$ cat src/hw/rtl/lcal_ram.sv
// Generic RAM: one write port, two read ports with registered read data.
`default_nettype none

module lcal_ram #(
	parameter int WIDTH = 8,
	parameter int DEPTH = 16,
	localparam int AW = (DEPTH > 1) ? $clog2(DEPTH) : 1
) (
	input  logic             clk,
	input  logic             we,
	input  logic [AW-1:0]    waddr,
	input  logic [WIDTH-1:0] wdata,
	input  logic [AW-1:0]    raddr_a,
	output logic [WIDTH-1:0] rdata_a,
	input  logic [AW-1:0]    raddr_b,
	output logic [WIDTH-1:0] rdata_b
);

	logic [WIDTH-1:0] mem [DEPTH];

	// Write one entry
	always_ff @(posedge clk) begin
		if (we) begin
			mem[waddr] <= wdata;
		end
	end

	// Register both read ports
	always_ff @(posedge clk) begin
		rdata_a <= mem[raddr_a];
		rdata_b <= mem[raddr_b];
	end

endmodule

`default_nettype wire

$ cat config.mk
export PLATFORM = sky130hd
export DESIGN_NAME = lcal_ram
export DESIGN_NICKNAME = d
export VERILOG_FILES = /design/src/hw/rtl/lcal_ram.sv
export SDC_FILE = /design/constraint.sdc
export NUM_CORES = 1
export LEC_CHECK = 0
export BUFFER_PORTS_ARGS = -buffer_cell sky130_fd_sc_hd__buf_2
export CAP_MARGIN = 20
export CORE_MARGIN = 4
export CORE_UTILIZATION = 55
export CTS_CLUSTER_DIAMETER = 150
export DETAILED_ROUTE_END_ITERATION = 10
export PLACE_DENSITY = 0.76
export SLEW_MARGIN = 20
export SYNTH_ARGS = -nofsm -noshare
export SYNTH_HDL_FRONTEND = slang
export SYNTH_SLANG_ARGS = --single-unit
export TNS_END_PERCENT = 30
$ cat constraint.sdc
create_clock -name clk -period 2.5 [get_ports clk]
set_clock_uncertainty 0.15 [all_clocks]
set_input_delay 0.25 -clock clk [delete_from_list [all_inputs] [get_ports clk]]
set_output_delay 0.25 -clock clk [all_outputs]
set_load 0.05 [all_outputs]
Word level (Yosys, flattened, before mapping) --
Memories as Yosys holds them, arrays and structs flattened. A register that Yosys moved wholly into a read port is not among the register bits. Cells that the tools add are included.
Word-level totals: register bits after elaboration 0, bits in writable memories 128, input bits 22, output and inout bits 16, word-level logic and storage cells 3, memories 1
Cells by class: mux-type cells 2
Memory list:
- mem | words 16, width 8, read ports 2, clocked after Yosys merged registers in 2, wr ports 1, line 19 | logic [WIDTH-1:0] mem [DEPTH];
Operator list (number):
- 2-to-1 mux 1 bit | 2

Longest topological paths before layout --
word-level depth 2, depth in mapped cells 5, mapped depth without buffers 3

Least setup slack after synthesis --
OpenSTA, ideal clock, no wires.
path kind input to register, from in waddr[2], to mem mem[0][0] (enable), library setup time 0.383 ns, arrival 1.360 ns, required time 1.967 ns, path slack 0.607 ns, cell stages on the path 2, buffers on the path 0, path through or3b_2 nor3_1
RTL lines:
- start, declared | line 11 | input logic [AW-1:0] waddr,
- end, declared | line 19
Straight into the memory's write port.

==> metrics.yaml <==
status: "finished, final reports clean"
p_leak_nw: 2.58
synthTopCellsByCount: "edfxtp_1, mux4_2, a22oi_1"
synthSimpleGateAreaFrac: 0.0343
synth_edf_count: 128
cp_slowest_cell: "mux4_4"
drv_cap: 0
syn_nets: 329
power.density_nw_per_um2: 794
num-fill-cells: 701
fin_nets: 386
yosysSeqAreaShare: 0.656
rsz0062_at_grt: "false"
dieArea_sq_um: 13300
syn_to_final_growth_pct: 15.9
tns_ns: 0
critical_path_class: "reg -> reg"
firstDrtPassIters: 5
h-tree-depth: 4
critPathMaxStageDelay_ns: 0.60
syn_inst: 307
fin_crit_ns: 1.68
via_per_inst: 6.76
ys.flop_type: "edfxtp_1"
ir_drop_mv: 0.513
num_vias: 3486
worst_pin_slew_ns: 0.764
cts_sinks: 144
place.port_buffers: 37
gr-total-overflow: 0
hold_path.class: "in -> reg"
cp.required_ns: 2.65
synth-seq-cells: 144
worstPathArrival_ns: 1.83
antenna_found_initial: 0
synthMuxAreaShare: 0.244
hold_end: "mem[11][0]"
maxSlewViolCount: 0
grt_usage: 0.236
async_reset_ff_frac: 0
rows: 38
seq_area_sq_um: 4160
cts_root_buffer: "clkbuf_16"
dpl.hpwl_um: 9250
drt_iter0_drc: 410
worst-r2r-setup-slack_ns: 0.82
synth_compound_area_frac: 0.0379
syn_area_sq_um: 6350
whs_ns: 0.0690
max_freq_mhz: 595
gp_routability_congestion: 0.841
post_cts_resized: 0
relSlewSlack: 0.489
cp-end-kind: "flop"
initial_core_util: 0.573
synth_top_cell_by_area: "edfxtp_1"
postCtsSetupRepairBufs: 0
die_x_um: 115
cts.hold.buffers_added: 0
drcViolationCount: 0
hp-start: "wdata[0]"
clk_pin_slew_ns: 0.06
r2r_start: "mem[0][0]"
critPathLaunchType: "flop"
synthAdderAreaFrac: 0
synth_area_leaders: "edfxtp_1, mux4_2, mux4_1"
synthXorXnorAreaFrac: 0
crit_buf_inv: 0
finalSetupViolations: 0
cts_tree: "yes"
yosysMostFrequentCell: "edfxtp_1"
postSynthAreaPerCell_sq_um: 20.7
final_antenna_net_count: 0
multi_input_area_sq_um: 2010
diodes: 0
finalWorstSetupSlack_ns: 0.819
synth_top_family_by_area: "multiplexers"
r2r-end: "rdata_a[0]"
dpl_worst_slack_ns: 0.473
post-route-period-util: 0.672
r2r.worst_path.cells: 3
holdPathStages: 1
synth_cell_type_count: 20
grt_pass1_wl_um: 21900
yosys_warnings: 0
drive_above_1_share: 0.327
avgRoutedWirePerCell_um: 27.8
die_h_um: 115
wirelength_um: 14300
clk_path_buf_depth: 2
critPathTopFamily: "multiplexers"
io-pin-count: 38
clock_latency_ns: 0.42
cts_made_buffers: 17
hold_viol_final: 0
core_area_sq_um: 11100
grt_pass1_vias: 3570
worstPathMaxFanout: 2
crit_chain: "mux4_4 > a22oi_1 > nand2_1"
yosys.area.top_type_share: 0.606
grt_max_degree: 33
logic make-up after synthesis:
family / count (synthesis)
flops: 144
mux: 64
simple gates: 47
compound gates: 32
buf+inv: 20
flip-flops by register name (all words and copies together) (netlist names):
register / count
rdata_a: 8
mem: 128
rdata_b: 8
metal layers:
layer  wire, um  share of wire  GRT usage  vias up
met5          0              0          0        -
met4        193          0.013     0.0743        0
met3       1320          0.092     0.0512       23
met2       7140           0.50      0.367      198
met1       5700           0.40      0.340     1809
li1           -              -          -     1456
metrics by stage:
stage                      util  total power [mW]  area, sq um  instances
after floorplan               -              3.11         6350        307
after global placement    0.609              3.27         6740        485
after detailed placement  0.609              3.28         6740        485
after CTS                 0.664              5.86         7360        516
after global routing      0.664              6.02         7360        516
final                     0.664              5.84         7360        516
cell type report:
| cell class | instances | share of cell area |
|---|---|---|
| flip-flops and latches | 144 | 0.566 |
| well taps | 140 | 0.0238 |
| clock inverters | 10 | 0.0223 |
| repair buffers | 58 | 0.0534 |
| multi-input cells | 143 | 0.273 |
| clock buffers | 21 | 0.0612 |
worst max-delay path by stage:
stage | cells after the start | to | startpoint
after CTS | 3 | rdata_a[0] | mem[0][0]
after global placement | 3 | mem[3][2] | waddr[2]
after floorplan | 2 | mem[0][0] | waddr[2]
final | 3 | rdata_a[0] | mem[0][0]
after global routing | 3 | rdata_b[7] | mem[0][7]
after detailed placement | 3 | mem[3][2] | waddr[2]
report_power, final:
| group | leakage (nW) | internal (mW) | switching (mW) | total (mW) |
|---|---|---|---|---|
| logic | 0.987 | 0.190 | 0.318 | 0.509 |
| clock network | 0.297 | 1.69 | 0.917 | 2.61 |
| registers | 1.29 | 2.69 | 0.0310 | 2.73 |
layout by cell type (no fill, tap or decap):
master and instances:
nor2_1 14, nor2b_1 2, mux4_2 34, mux4_4 2, nor3_1 4, and2_1 2, and2b_1 2, mux4_1 28
edfxtp_1 128, buf_4 17, a22oi_1 32, dfxtp_1 16, clkbuf_1 3, or3b_2 1, buf_2 37, clkinv_4 3
clkbuf_16 17, clkinvlp_4 1, nand2b_1 2, clkinv_2 2, bufinv_16 4, nand3b_1 2, nand2_1 17, nand3_1 1
buf_12 4, clkbuf_8 1
worst register-to-register path: cells and delay by family (launching register included):
family / cells / cell delay [ns]
mux: 1 / 0.60
flops: 1 / 0.41
compound gates: 1 / 0.30
simple gates: 1 / 0.10
Power figures use the tool's default switching activity.
